**config.mk**
```make
export PLATFORM = sky130hd
export DESIGN_NAME = dual_slot_boot_failover_core
export DESIGN_NICKNAME = d
export VERILOG_FILES = /design/src/sv/dsbf_pkg.sv /design/src/sv/dsbf_apb_regs.sv /design/src/sv/dsbf_update.sv /design/src/sv/dual_slot_boot_failover_core.sv
export VERILOG_INCLUDE_DIRS = /design/src /design/src/sv
export SDC_FILE = /design/constraint.sdc
export NUM_CORES = 1
export LEC_CHECK = 0
export BUFFER_PORTS_ARGS = -buffer_cell sky130_fd_sc_hd__buf_2
export CORE_UTILIZATION = 52
export CTS_CLUSTER_SIZE = 28
export DETAILED_ROUTE_END_ITERATION = 8
export PLACE_DENSITY = 0.87
export SLEW_MARGIN = 20
export SYNTH_ARGS = -nofsm -noshare
export SYNTH_HDL_FRONTEND = slang
export SYNTH_SLANG_ARGS = --single-unit
```
**constraint.sdc**
```tcl
create_clock -name clk -period 3.9 [get_ports clk]
set_input_delay 0.78 -clock clk [delete_from_list [all_inputs] [get_ports clk]]
set_output_delay 0.78 -clock clk [all_outputs]
set_load 0.02 [all_outputs]
```
**src/sv/dual_slot_boot_failover_core_defines.svh**
```systemverilog
// assertion macros for the dual-slot boot failover core
// used by the top level only; no other dependencies
`ifndef DUAL_SLOT_BOOT_FAILOVER_CORE_DEFINES_SVH
`define DUAL_SLOT_BOOT_FAILOVER_CORE_DEFINES_SVH

// same-cycle implication, disabled in reset
`define DSBF_ASSERT_NOW(label, clk, rst, ante, cons) \
  label: assert property (@(posedge clk) disable iff (rst) (ante) |-> (cons)) \
    else $error("dsbf assertion failed");

// next-cycle implication, disabled in reset
`define DSBF_ASSERT_NEXT(label, clk, rst, ante, cons) \
  label: assert property (@(posedge clk) disable iff (rst) (ante) |=> (cons)) \
    else $error("dsbf assertion failed");

`endif

```
**src/sv/dsbf_pkg.sv**
```systemverilog
// shared types, codes and helpers for the dual-slot boot failover core
// no dependencies
`timescale 1ns / 1ps
`default_nettype none

package dsbf_pkg;

  // saturation limit of try and switch counts
  localparam int COUNT_MAX = 7;
  localparam logic [2:0] CNT_LIM = 3'((COUNT_MAX < 7) ? COUNT_MAX : 7);
  localparam logic [1:0] RUNTIME_SAT = 2'd3;

  // item modes
  localparam logic [2:0] MODE_BOOT        = 3'd0;
  localparam logic [2:0] MODE_CLEAR_SLOT  = 3'd1;
  localparam logic [2:0] MODE_CLEAR_TRIES = 3'd2;
  localparam logic [2:0] MODE_MARK_BOOTED = 3'd3;
  localparam logic [2:0] MODE_SET_FLAG    = 3'd4;
  localparam logic [2:0] MODE_SET_TARGET  = 3'd5;

  // slot status codes
  localparam logic [1:0] ST_INIT    = 2'd0;
  localparam logic [1:0] ST_TRYBOOT = 2'd1;
  localparam logic [1:0] ST_SUCCESS = 2'd2;
  localparam logic [1:0] ST_FAILED  = 2'd3;

  // slot reference code meaning none
  localparam logic [1:0] SLOT_NONE = 2'd0;

  // config register indexes
  localparam logic REG_RUNTIME_WDT_EN = 1'b0;

  typedef struct packed {
    logic [2:0] mode;
    logic       slot;
    logic       pin_reset;
    logic       boot_wdt_reset;
    logic       runtime_wdt_reset;
    logic       inactive_auth_ok;
    logic       flag_value;
  } item_t;

  typedef struct packed {
    logic [1:0][1:0] status;
    logic [1:0][2:0] tries;
    logic [1:0][2:0] switches;
    logic [1:0][1:0] runtime;
    logic [1:0]      last_tried;
    logic [1:0]      last_booted;
    logic [1:0]      target;
  } record_t;

  typedef struct packed {
    logic       watchdog_enable;
    logic [1:0] switch_to;
  } verdict_t;

  function automatic logic [2:0] sat_inc(input logic [2:0] v);
    sat_inc = (v >= CNT_LIM) ? CNT_LIM : v + 3'd1;
  endfunction

endpackage

`default_nettype wire

```
**src/sv/dsbf_apb_regs.sv**
```systemverilog
// configuration register file on the apb-style port
// depends on dsbf_pkg
`timescale 1ns / 1ps
`default_nettype none

module dsbf_apb_regs
  import dsbf_pkg::*;
(
  input  wire logic        clk,
  input  wire logic        rst,
  input  wire logic        psel,
  input  wire logic        penable,
  input  wire logic        pwrite,
  input  wire logic [2:0]  paddr,
  input  wire logic [31:0] pwdata,
  output logic [31:0]      prdata,
  output logic             pready,
  output logic             runtime_wdt_enable
);

  logic wr_en;

  assign pready = 1'b1;
  assign wr_en  = psel & penable & pwrite & pready;

  // runtime watchdog enable register
  always_ff @(posedge clk) begin
    if (rst) begin
      runtime_wdt_enable <= 1'b0;
    end else if (wr_en && paddr[2] == REG_RUNTIME_WDT_EN) begin
      runtime_wdt_enable <= pwdata[0];
    end
  end

  // read mux
  always_comb begin
    prdata = 32'd0;
    if (paddr[2] == REG_RUNTIME_WDT_EN) begin
      prdata = {31'd0, runtime_wdt_enable};
    end
  end

endmodule

`default_nettype wire

```
**src/sv/dsbf_update.sv**
```systemverilog
// next-record and verdict logic for one item
// depends on dsbf_pkg
`timescale 1ns / 1ps
`default_nettype none

module dsbf_update
  import dsbf_pkg::*;
(
  input  wire record_t cur,
  input  wire item_t   item,
  input  wire logic    runtime_wdt_enable,
  output record_t      nxt,
  output verdict_t     verdict
);

  record_t r;
  logic    prev;
  logic    other;
  logic    cur_failed;
  logic    other_failed;
  logic    wd;
  logic [1:0] sw;

  always_comb begin
    r            = cur;
    wd           = 1'b0;
    sw           = SLOT_NONE;
    other        = ~item.slot;
    prev         = (cur.last_tried == 2'd1) ? 1'b0 : 1'b1;
    cur_failed   = 1'b0;
    other_failed = 1'b0;
    case (item.mode)
      MODE_BOOT: begin
        // pin reset wipes the record
        if (item.pin_reset) begin
          r = '0;
        end
        prev = (r.last_tried == 2'd1) ? 1'b0 : 1'b1;
        // reset causes against the slot tried last
        for (int i = 0; i < 2; i++) begin
          if (r.last_tried != SLOT_NONE && prev == 1'(i)) begin
            if (item.boot_wdt_reset) begin
              r.status[i] = ST_FAILED;
            end
            if (runtime_wdt_enable && item.runtime_wdt_reset &&
                r.runtime[i] != RUNTIME_SAT) begin
              r.runtime[i] = r.runtime[i] + 2'd1;
            end
          end
        end
        // failure flags of booting and inactive slot
        for (int i = 0; i < 2; i++) begin
          if (item.slot == 1'(i)) begin
            cur_failed = (r.status[i] == ST_FAILED);
          end else begin
            other_failed = (r.status[i] == ST_FAILED);
          end
        end
        // count the attempt
        for (int i = 0; i < 2; i++) begin
          if (item.slot == 1'(i) && !cur_failed) begin
            r.tries[i] = sat_inc(r.tries[i]);
          end
        end
        r.last_tried = {1'b0, item.slot} + 2'd1;
        wd = item.inactive_auth_ok & ~cur_failed;
        // failover onto a healthy inactive slot
        if (item.inactive_auth_ok && cur_failed && !other_failed) begin
          for (int i = 0; i < 2; i++) begin
            if (other == 1'(i)) begin
              r.status[i]   = ST_TRYBOOT;
              r.switches[i] = sat_inc(r.switches[i]);
            end
          end
          r.last_tried = {1'b0, other} + 2'd1;
          sw           = {1'b0, other} + 2'd1;
        end
      end
      MODE_CLEAR_SLOT: begin
        for (int i = 0; i < 2; i++) begin
          if (item.slot == 1'(i)) begin
            r.status[i]   = ST_SUCCESS;
            r.tries[i]    = 3'd0;
            r.switches[i] = 3'd0;
          end
        end
      end
      MODE_CLEAR_TRIES: begin
        for (int i = 0; i < 2; i++) begin
          if (item.slot == 1'(i)) begin
            r.tries[i] = 3'd0;
          end
        end
      end
      MODE_MARK_BOOTED: begin
        r.last_booted = {1'b0, item.slot} + 2'd1;
      end
      MODE_SET_FLAG: begin
        for (int i = 0; i < 2; i++) begin
          if (item.slot == 1'(i)) begin
            r.runtime[i] = {1'b0, item.flag_value};
          end
        end
      end
      MODE_SET_TARGET: begin
        r.target = {1'b0, item.slot} + 2'd1;
      end
      default: begin
        // query and unused mode leave the record as is
      end
    endcase
  end

  assign nxt                     = r;
  assign verdict.watchdog_enable = wd;
  assign verdict.switch_to       = sw;

endmodule

`default_nettype wire

```
**src/sv/dual_slot_boot_failover_core.sv**
```systemverilog
// Dual-slot boot failover core: a beat passes the input register, then the record update
// into the result register. Throughput is one beat per cycle unless m_tready holds it off;
// the record read-modify-write is combinational in dsbf_update and lands in the boot record.
// Reset (rst, synchronous, active high) clears the boot record, the config register
// and both stage valid flags; payload registers are not reset.
// depends on dsbf_pkg, dsbf_apb_regs, dsbf_update and the defines header
`timescale 1ns / 1ps
`default_nettype none

`include "dual_slot_boot_failover_core_defines.svh"

module dual_slot_boot_failover_core
  import dsbf_pkg::*;
(
  input  wire logic        clk,
  input  wire logic        rst,
  // input stream
  input  wire logic        s_tvalid,
  output logic             s_tready,
  // s_tdata: slot, pin_reset, boot_wdt_reset, runtime_wdt_reset,
  //          inactive_auth_ok, flag_value, 2 bits zero
  input  wire logic [7:0]  s_tdata,
  // s_tuser: mode
  input  wire logic [2:0]  s_tuser,
  // result stream
  output logic             m_tvalid,
  input  wire logic        m_tready,
  // m_tdata: watchdog_enable, switch_to, slot0_status, slot1_status,
  //          slot0_tries, slot1_tries, slot0_switches, slot1_switches,
  //          slot0_runtime_count, slot1_runtime_count, target_out,
  //          last_booted_out, 5 bits zero
  output logic [31:0]      m_tdata,
  // config port
  input  wire logic        psel,
  input  wire logic        penable,
  input  wire logic        pwrite,
  input  wire logic [2:0]  paddr,
  input  wire logic [31:0] pwdata,
  output logic [31:0]      prdata,
  output logic             pready
);

  logic     runtime_wdt_enable;
  logic     in_valid;
  item_t    in_item;
  logic     advance;
  record_t  rec;
  record_t  rec_next;
  verdict_t verdict_next;
  verdict_t out_verdict;
  record_t  out_rec;

  dsbf_apb_regs u_regs (
    .clk                (clk),
    .rst                (rst),
    .psel               (psel),
    .penable            (penable),
    .pwrite             (pwrite),
    .paddr              (paddr),
    .pwdata             (pwdata),
    .prdata             (prdata),
    .pready             (pready),
    .runtime_wdt_enable (runtime_wdt_enable)
  );

  // stage handshakes
  assign advance  = in_valid & (~m_tvalid | m_tready);
  assign s_tready = ~in_valid | advance;

  // input register
  always_ff @(posedge clk) begin
    if (rst) begin
      in_valid <= 1'b0;
    end else if (s_tready) begin
      in_valid <= s_tvalid;
    end
  end

  always_ff @(posedge clk) begin
    if (s_tready && s_tvalid) begin
      in_item.mode              <= s_tuser;
      in_item.slot              <= s_tdata[0];
      in_item.pin_reset         <= s_tdata[1];
      in_item.boot_wdt_reset    <= s_tdata[2];
      in_item.runtime_wdt_reset <= s_tdata[3];
      in_item.inactive_auth_ok  <= s_tdata[4];
      in_item.flag_value        <= s_tdata[5];
    end
  end

  dsbf_update u_update (
    .cur                (rec),
    .item               (in_item),
    .runtime_wdt_enable (runtime_wdt_enable),
    .nxt                (rec_next),
    .verdict            (verdict_next)
  );

  // boot record
  always_ff @(posedge clk) begin
    if (rst) begin
      rec <= '0;
    end else if (advance) begin
      rec <= rec_next;
    end
  end

  // result register
  always_ff @(posedge clk) begin
    if (rst) begin
      m_tvalid <= 1'b0;
    end else if (advance) begin
      m_tvalid <= 1'b1;
    end else if (m_tready) begin
      m_tvalid <= 1'b0;
    end
  end

  always_ff @(posedge clk) begin
    if (advance) begin
      out_verdict <= verdict_next;
      out_rec     <= rec_next;
    end
  end

  // result beat packing
  assign m_tdata = {5'd0,
                    out_rec.last_booted, out_rec.target,
                    out_rec.runtime[1], out_rec.runtime[0],
                    out_rec.switches[1], out_rec.switches[0],
                    out_rec.tries[1], out_rec.tries[0],
                    out_rec.status[1], out_rec.status[0],
                    out_verdict.switch_to, out_verdict.watchdog_enable};

  // checks
  `DSBF_ASSERT_NOW(a_no_wd_with_switch, clk, rst, m_tvalid,
                   !(m_tdata[0] && m_tdata[2:1] != 2'd0))
  `DSBF_ASSERT_NOW(a_switch_code_valid, clk, rst, m_tvalid, m_tdata[2:1] != 2'd3)
  `DSBF_ASSERT_NEXT(a_input_held, clk, rst, in_valid && !advance, in_valid)
  `DSBF_ASSERT_NEXT(a_advance_gives_result, clk, rst, advance, m_tvalid)

endmodule

`default_nettype wire

```
==> metrics.md, run 1 <==
| Metric | Value |
|---|---|
| Outcome | `complete, no violations` |
| Crit path launch | `in_item[4]$_DFFE_PP_` |
| DRT antenna net count | `0` |
| Area leader, netlist | `sky130_fd_sc_hd__edfxtp_1` |
| CP Data Arrival Time | `2.84 ns` |
| Data required time of the critical path | `4.14 ns` |
| Initial Utilization | `54.91%` |
| Quantity of I/O buffers inserted on ports | `47` |
| Final non-filler cell total | `532` |
| Crit path capture type | `register` |
| Endpoint of the lowest-slack register-to-register path | `rec[6]$_SDFFE_PP0P_` |
| Capture point of the worst path | `rec[6]$_SDFFE_PP0P_` |
| Startpoint type of the worst setup path | `register` |
| Largest cells by area after synthesis | `sky130_fd_sc_hd__edfxtp_1 (29%), sky130_fd_sc_hd__dfxtp_1 (15%), sky130_fd_sc_hd__buf_4 (7.3%)` |
| Global-route usage over all layers | `22.64%` |
| Biggest cell delay along the critical path | `0.60 ns` |
| Crit-path max FO | `30` |
| Count of flip-flops with a built-in enable after synthesis | `36` |
| Final-report setup violation count | `0` |
| Clock tree from TritonCTS | `built` |
| Global-route wire length before repair | `13.08 mm` |
| Cells after synthesis | `391` |
| Total power of the final layout | `1.476 mW` |
| Synth-to-Final Area Change | `8.908%` |
| Power density over the cells | `357.5 mW/mm^2` |
| Number of pins with negative max-slew slack in the final report | `0` |
| Site Rows | `30` |
| Reg-to-reg slack, setup | `1.30 ns` |
| Switching power of the nets | `0.3991 mW` |
| Worst Reg2Reg Path Length in Cells | `8` |
| Hold bufs inserted after CTS | `0` |
| Share of post-route cells with drive strength above 1 | `16.97%` |
| Critical Setup Path Class | `reg -> reg` |
| Leakage power | `1.710 nW` |
| Area of the die | `0.007639 sq mm` |
| Setup Buffers After CTS | `0` |
| Proportion of register bits with asynchronous set or reset after synthesis | `0%` |
| Number of sinks handled by clock tree synthesis | `65` |
| Insertion delay of the later-clocked pin in the worst-skew pair | `0.35 ns` |
| Post-CTS resize count | `0` |
| Post-synthesis average cell area | `9.699 sq um` |
| CTS buffer count | `9` |
| Proportion of netlist area held by the largest area contributor | `28.51%` |
| Total internal power | `1.077 mW` |
| Post-route met1 wirelength | `3.399 mm` |
| Transition time at the pin with the least slew margin | `0.7226 ns` |
| Classification of the worst-slack hold path | `reg -> reg` |
| Vias | `3125` |
| Standard cell with the maximum stage delay on the critical path | `sky130_fd_sc_hd__edfxtp_1` |
| Antenna violations before repair | `0` |
| Layout net count | `494` |
| Inserted Diodes | `0` |
| Worst setup slack after placement | `1.363 ns` |
| Via count of the first global-routing pass | `2779` |
| Leading cell types in the layout, fill and taps excluded | `sky130_fd_sc_hd__buf_2 (47), sky130_fd_sc_hd__conb_1 (37), sky130_fd_sc_hd__nand2_1 (36), sky130_fd_sc_hd__edfxtp_1 (36), sky130_fd_sc_hd__dfxtp_1 (29)` |
| DR vias/cell | `5.874` |
| Proportion of power drawn by the clock network | `35.8%` |
| Worst-case headroom to the max-slew limit | `51.83%` |
| Primary FF master, synth | `sky130_fd_sc_hd__edfxtp_1` |
| Total gr overflow | `0` |
| Count of max-cap constraint violations | `0` |
| Global placement routability congestion | `0.9237` |
| Worst hold slack after final layout | `0.4633 ns` |
| CTS max path bufs | `2` |
| Placed cell count | `516` |
| Final critical-path share of the clock period | `66.66%` |
| Post-Synthesis Cell Area | `0.003792 sq mm` |
| Total wire length | `8.079 mm` |
| Most frequent standard cell in the layout excluding fill and tap cells | `sky130_fd_sc_hd__buf_2` |
| Clock period minus final worst setup slack | `2.600 ns` |
| Metal3 WL | `612 um` |
| Post-synthesis sequential area ratio | `43.81%` |
| Clock-pin slew of the registers on the worst-case setup and hold paths | `0.07 ns` |
| Maximum frequency from static timing analysis | `384.7 MHz` |
| DR WL/cell | `15.19 um` |
| DRC viols | `0` |
| Portion of total power attributed to sequential cells | `52.6%` |
| R2r startpoint | `in_item[4]$_DFFE_PP_` |
| Vertical die dimension | `87.40 um` |
| Count of final hold-check violations | `0` |
| Clock root buffer | `sky130_fd_sc_hd__clkbuf_8` |
| Largest net degree at the start of global routing | `31` |
| Crit path cell chain | `buf_4 -> nand2b_1 -> inv_1 -> ha_1 -> nor4bb_1 -> and3_1 -> o21ai_1 -> a311oi_1` |
| Setup repair after global routing missed its margin | `no` |
| DP HPWL | `5.562 mm` |
| Routed wl met2 | `3.888 mm` |
| Warnings, synthesis | `0` |
| Fraction of power spent switching nets | `27.03%` |
| Violation count after the first detailed-routing iteration | `220` |
| Router iterations before antenna repair | `5` |
| IR drop worst, VDD | `250.8 uV` |
| IO Pins | `120` |
| Deepest level of the CTS H-tree | `3` |
| Part of the power in combinational logic | `11.5%` |
| Post-route setup slack | `1.300 ns` |
| Number of flip-flops and latches in the synthesized netlist | `65` |
| Top Metal Used | `met4` |
| Chip width | `87.40 um` |
| Worst Skew | `0.01191 ns` |
| Unique masters post-synth | `69` |
| Summed negative setup slack over all endpoints | `0 ns` |
| Area of the core | `0.006907 sq mm` |
==> per-layer routing <==
metal  global-route usage, %  up-vias
met2                   36.43      157
met4                   10.58        0
met3                   5.498       18
met5                       0        -
li1                        -     1486
met1                   28.67     1464
==> layout make-up <==
type	count	area [sq um]
inverters	6	22.52
repair buffers	52	272.8
clock inverters	3	15.01
flip-flops and latches	65	1662
clock buffers	13	168.9
well taps	96	120.1
fillers	603	2776
multi-input cells	297	1869
==> cells by family (layout without fill, tap and decap cells) <==
group	count (synthesis)	count (layout)	share of synthesized area, %
other	2	37	0.1980
AOI/OAI and AO/OA	109	109	20.98
adders and majority gates	10	10	3.299
buffers and inverters	64	74	10.36
muxes	6	6	1.617
and+or+nand+nor	135	135	19.73
DFF	65	65	43.81
==> metrics by stage <==
stage	cell area [sq um]	util, %
after floorplan	3924	-
after global placement	3946	57.14
after detailed placement	3946	57.14
after CTS	4130	59.80
after global routing	4130	59.80
final	4130	59.80
==> synthesized netlist by cell type, drive strengths merged, types with 4 or more instances <==
cell type / count
dfxtp: 29
nand3b: 5
and4b: 4
a22oi: 5
buf: 44
nor2: 20
nor2b: 21
nor3: 4
inv: 5
a21oi: 22
or3: 8
nand2b: 6
o21ai: 16
clkbuf: 14
and3: 4
edfxtp: 36
nand2: 36
a311oi: 4
mux2i: 5
ha: 10
a31oi: 5
nand3: 8
o211a: 4
o32ai: 6
==> worst max-delay path: cells and delay by family (launching register included) <==
| kind | cells | cell delay (ns) |
|---|---|---|
| compound gates | 2 | 0.37 |
| fa+ha+maj | 1 | 0.21 |
| buf+inv | 2 | 0.45 |
| flops | 1 | 0.60 |
| simple gates | 3 | 0.88 |
==> worst min-delay path by stage <==
stage,from,slack [ns],cells after the start,endpoint
floorplan,rec[2]$_SDFFE_PP0P_,0.44,2,rec[2]$_SDFFE_PP0P_
global placement,rec[2]$_SDFFE_PP0P_,0.44,2,rec[2]$_SDFFE_PP0P_
detailed placement,rec[2]$_SDFFE_PP0P_,0.45,2,rec[2]$_SDFFE_PP0P_
CTS,rec[2]$_SDFFE_PP0P_,0.46,2,rec[2]$_SDFFE_PP0P_
global route,rec[2]$_SDFFE_PP0P_,0.49,2,rec[2]$_SDFFE_PP0P_
finish,rec[2]$_SDFFE_PP0P_,0.46,2,rec[2]$_SDFFE_PP0P_
==> state kept, by name, indices dropped and copies added (netlist names) <==
name	flops
m_tdata	27
u_regs.runtime_wdt_enable	1
in_valid	1
m_tvalid	1
in_item	9
rec	26
==> power by group through the flow <==
| stage | clock (mW) | sequential, mW | combinational (mW) |
|---|---|---|---|
| 2_1_floorplan | 0 | 0.795 | 0.146 |
| 3_3_place_gp | 0 | 0.790 | 0.164 |
| 3_5_place_dp | 0 | 0.791 | 0.168 |
| 4_1_cts | 0.536 | 0.776 | 0.169 |
| 5_1_grt | 0.570 | 0.780 | 0.187 |
| 6_report | 0.529 | 0.777 | 0.170 |
Note: power is estimated with default switching activity, not from simulation.
==> inputs of run 2 (changes only) <==
CORE_UTILIZATION = 47   (was 52)
PLACE_DENSITY = 0.83   (was 0.87)
clock period = 2.35 ns   (was 3.9 ns; I/O delays follow)
==> run 2 against run 1 <==
  * Worst hold slack worse by 0.17 ns
  * Critical endpoint is now m_tdata[18]$_DFFE_PP_
  * Die area is 10% higher
  * Clock skew fell by 0.0039 ns
  * Via count up 0.16%
  * Setup slack worse by 1.1 ns
  * Sequential share of layout area fell by 1.2 points
  * Critical path type unchanged
  * Register-to-register slack got worse by 1.1 ns
  * Clock power is 67% higher
  * Fmax rose by 20%
  * Count of clock-buffer cells in the layout did not move
  * Design area increased by 3.1%
  * Non-clock buffer count up 12
  * Largest cell class unchanged
==> metrics.md, run 2 (synthesized netlist as in run 1, its figures left out) <==
| Metric | Value |
|---|---|
| Outcome | `complete, no violations` |
| Insertion delay of the later-clocked pin in the worst-skew pair | `0.36 ns (about the same)` |
| Synth-to-Final Area Change | `12.27%` |
| Number of sinks handled by clock tree synthesis | `65 (unchanged)` |
| Clock period minus final worst setup slack | `2.162 ns (-0.4379 ns)` |
| IO Pins | `120 (unchanged)` |
| Startpoint type of the worst setup path | `register` |
| Biggest cell delay along the critical path | `0.41 ns (-0.19 ns)` |
| R2r startpoint | `in_item[4]$_DFFE_PP_` |
| Number of pins with negative max-slew slack in the final report | `0 (unchanged)` |
| Setup repair after global routing missed its margin | `no` |
| DR vias/cell | `5.691 (-3.1%)` |
| Vias | `3130 (+0.16%)` |
| Area after DPL | `0.004068 sq mm (+3.1%)` |
| Transition time at the pin with the least slew margin | `0.7597 ns (+0.03706 ns)` |
| Area of the core | `0.007767 sq mm (+12%)` |
| DRT antenna net count | `0 (unchanged)` |
| Summed negative setup slack over all endpoints | `0 ns (unchanged)` |
| Part of the power in combinational logic | `12.6% (+1.1 points)` |
| Worst setup slack after placement | `0.1959 ns (-1.167 ns)` |
| Reg-to-reg slack, setup | `0.19 ns (-1.11 ns)` |
| Post-CTS resize count | `0 (unchanged)` |
| Worst-case headroom to the max-slew limit | `49.23% (-2.6 points)` |
| Vertical die dimension | `91.83 um (+5.1%)` |
| Area of the multi-input gates | `0.001887 sq mm (+0.94%)` |
| Antenna violations before repair | `0 (unchanged)` |
| Most frequent cell on the critical path | `sky130_fd_sc_hd__ha_1` |
| Portion of total power attributed to sequential cells | `51.8% (-0.8 points)` |
| Router iterations before antenna repair | `5 (unchanged)` |
| Total gr overflow | `0 (unchanged)` |
| Total power of the final layout | `2.472 mW (+67%)` |
| Standard cell with the maximum stage delay on the critical path | `sky130_fd_sc_hd__edfxtp_1` |
| DR WL/cell | `15.18 um (about the same)` |
| Total internal power | `1.802 mW (+67%)` |
| Layout net count | `506 (+2.4%)` |
| Violation count after the first detailed-routing iteration | `282 (+28%)` |
| Via count of the first global-routing pass | `2938 (+5.7%)` |
| Chip width | `91.83 um (+5.1%)` |
| CTS buffer count | `9 (unchanged)` |
| Total wire length | `8.348 mm (+3.3%)` |
| Final critical-path share of the clock period | `91.98% (+25 points)` |
| Classification of the worst-slack hold path | `in -> reg` |
| Leakage power | `1.778 nW (+3.9%)` |
| Global-route wire length before repair | `13.40 mm (+2.4%)` |
| Fill cell count | `700 (+16%)` |
| Critical path buffers and inverters | `1 (-1)` |
| Hold bufs inserted after CTS | `0 (unchanged)` |
| Cell depth of the worst setup path | `7 (-1)` |
| Kind of cell adding the most delay to the critical path | `simple AND/OR/NAND/NOR gates` |
| Quantity of I/O buffers inserted on ports | `47 (unchanged)` |
| Crit path launch | `in_item[4]$_DFFE_PP_` |
| Switching power of the nets | `0.6698 mW (+68%)` |
| Area of the die | `0.008432 sq mm (+10%)` |
| Clock tree from TritonCTS | `built` |
| Initial Utilization | `48.82% (-6.1 points)` |
| Leading cell types in the layout, fill and taps excluded | `sky130_fd_sc_hd__buf_2 (47), sky130_fd_sc_hd__conb_1 (37), sky130_fd_sc_hd__nand2_1 (36), sky130_fd_sc_hd__edfxtp_1 (36), sky130_fd_sc_hd__dfxtp_1 (29)` |
| Site Rows | `32 (+6.7%)` |
| Critical Setup Path Class | `reg -> reg` |
| Final-report setup violation count | `0 (unchanged)` |
| CP Data Arrival Time | `2.26 ns (-0.58 ns)` |
| Crit path cell chain | `buf_12 -> nor2b_1 -> ha_1 -> ha_1 -> or3_1 -> a211oi_2 -> nor2_1` |
| CTS max path bufs | `2 (unchanged)` |
| Global-route usage over all layers | `20.45% (-2.2 points)` |
| Fin area | `0.004258 sq mm (+3.1%)` |
| DP HPWL | `5.885 mm (+5.8%)` |
| Setup Buffers After CTS | `0 (unchanged)` |
| IR drop worst, VDD | `354.6 uV (+41%)` |
| Most frequent standard cell in the layout excluding fill and tap cells | `sky130_fd_sc_hd__buf_2` |
| Share of post-route cells with drive strength above 1 | `19.87% (+2.9 points)` |
| Worst Skew | `0.007962 ns (-0.003946 ns)` |
| Data required time of the critical path | `2.45 ns (-1.69 ns)` |
| Deepest level of the CTS H-tree | `3 (unchanged)` |
| Worst Reg2Reg Path Length in Cells | `7 (-1)` |
| Crit path capture type | `register` |
| Proportion of power drawn by the clock network | `35.7% (about the same)` |
| Clock-pin slew of the registers on the worst-case setup and hold paths | `0.06 ns (about the same)` |
| Area taken by flip-flops and latches | `0.001662 sq mm (unchanged)` |
| Post-route setup slack | `0.1884 ns (-1.112 ns)` |
| Maximum frequency from static timing analysis | `462.6 MHz (+20%)` |
| Inserted Diodes | `0 (unchanged)` |
| Count of max-cap constraint violations | `0 (unchanged)` |
| Largest net degree at the start of global routing | `41 (+32%)` |
| Flip-flop count of the largest register after layout | `27 (unchanged)` |
| Crit-path max FO | `40 (+33%)` |
| Endpoint of the lowest-slack register-to-register path | `m_tdata[18]$_DFFE_PP_` |
| Clock root buffer | `sky130_fd_sc_hd__clkbuf_8` |
| Capture point of the worst path | `m_tdata[18]$_DFFE_PP_` |
| Power density over the cells | `580.5 mW/mm^2 (+62%)` |
| Fraction of power spent switching nets | `27.10% (+0.068 points)` |
| DRC viols | `0 (unchanged)` |
| Global placement routability congestion | `0.8912 (-3.5%)` |
| Count of final hold-check violations | `0 (unchanged)` |
==> run 2: cell types whose count changed in the layout (fill, tap and decap cells not counted) <==
| cell | delta |
|---|---|
| sky130_fd_sc_hd__nor4bb_1 | -1 |
| sky130_fd_sc_hd__a2111oi_2 | +1 |
| sky130_fd_sc_hd__buf_4 | +11 |
| sky130_fd_sc_hd__nor4bb_2 | +1 |
| sky130_fd_sc_hd__buf_12 | +1 |
| sky130_fd_sc_hd__a2111oi_0 | -1 |
| sky130_fd_sc_hd__a211oi_2 | +1 |
| sky130_fd_sc_hd__a211oi_1 | -1 |
==> run 2: worst register-to-register path, cell delays in order, from the launching register on <==
cell and delay [ns]:
sky130_fd_sc_hd__edfxtp_1 0.41, sky130_fd_sc_hd__buf_12 0.20, sky130_fd_sc_hd__nor2b_1 0.22, sky130_fd_sc_hd__ha_1 0.20, sky130_fd_sc_hd__ha_1 0.22, sky130_fd_sc_hd__or3_1 0.39
sky130_fd_sc_hd__a211oi_2 0.20, sky130_fd_sc_hd__nor2_1 0.08
==> run 2: power by group through the flow <==
stage	Sequential [mW]	Clock, mW	Combinational, mW
5_1_grt	1.28	0.946	0.337
4_1_cts	1.28	0.899	0.308
6_report	1.28	0.881	0.311
3_5_place_dp	1.30	0	0.308
3_3_place_gp	1.30	0	0.301
2_1_floorplan	1.32	0	0.245
==> run 2: area by class of cell <==
type	instances	area share, %
flip-flops and latches	65	39.02
repair buffers	64	8.816
clock inverters	3	0.3526
well taps	102	2.997
clock buffers	13	3.967
multi-input cells	297	44.31
inverters	6	0.5289
==> run 2: how the worst min path moves through the flow <==
| stage | start | end | slack (ns) | cells past startpoint |
|---|---|---|---|---|
| 2_1_floorplan | rec[2]$_SDFFE_PP0P_ | rec[2]$_SDFFE_PP0P_ | 0.44 | 2 |
| 3_3_place_gp | rec[3]$_SDFFE_PP0P_ | rec[3]$_SDFFE_PP0P_ | 0.44 | 2 |
| 5_1_grt | s_tdata[3] | in_item[2]$_DFFE_PP_ | 0.27 | 1 |
| 3_5_place_dp | rec[3]$_SDFFE_PP0P_ | rec[3]$_SDFFE_PP0P_ | 0.46 | 2 |
| 6_report | s_tdata[3] | in_item[2]$_DFFE_PP_ | 0.29 | 1 |
| 4_1_cts | s_tdata[3] | in_item[2]$_DFFE_PP_ | 0.28 | 1 |
==> run 2: per-layer routing <==
layer	wire, um	global-route usage (%)	share of wire, %
met4	229	11.07	2.7
met5	0	0	0
met3	578	4.726	6.9
met2	3976	33.21	48
met1	3563	25.17	43
==> run 2: per-stage QoR <==
stage / hold slack [ns] / instances / utilization (%)
2_1_floorplan: 0.4367 / 426 / -
3_3_place_gp: 0.4422 / 534 / 52.37
3_5_place_dp: 0.4603 / 534 / 52.37
4_1_cts: 0.2816 / 550 / 54.74
5_1_grt: 0.2727 / 550 / 54.82
6_report: 0.2887 / 550 / 54.82
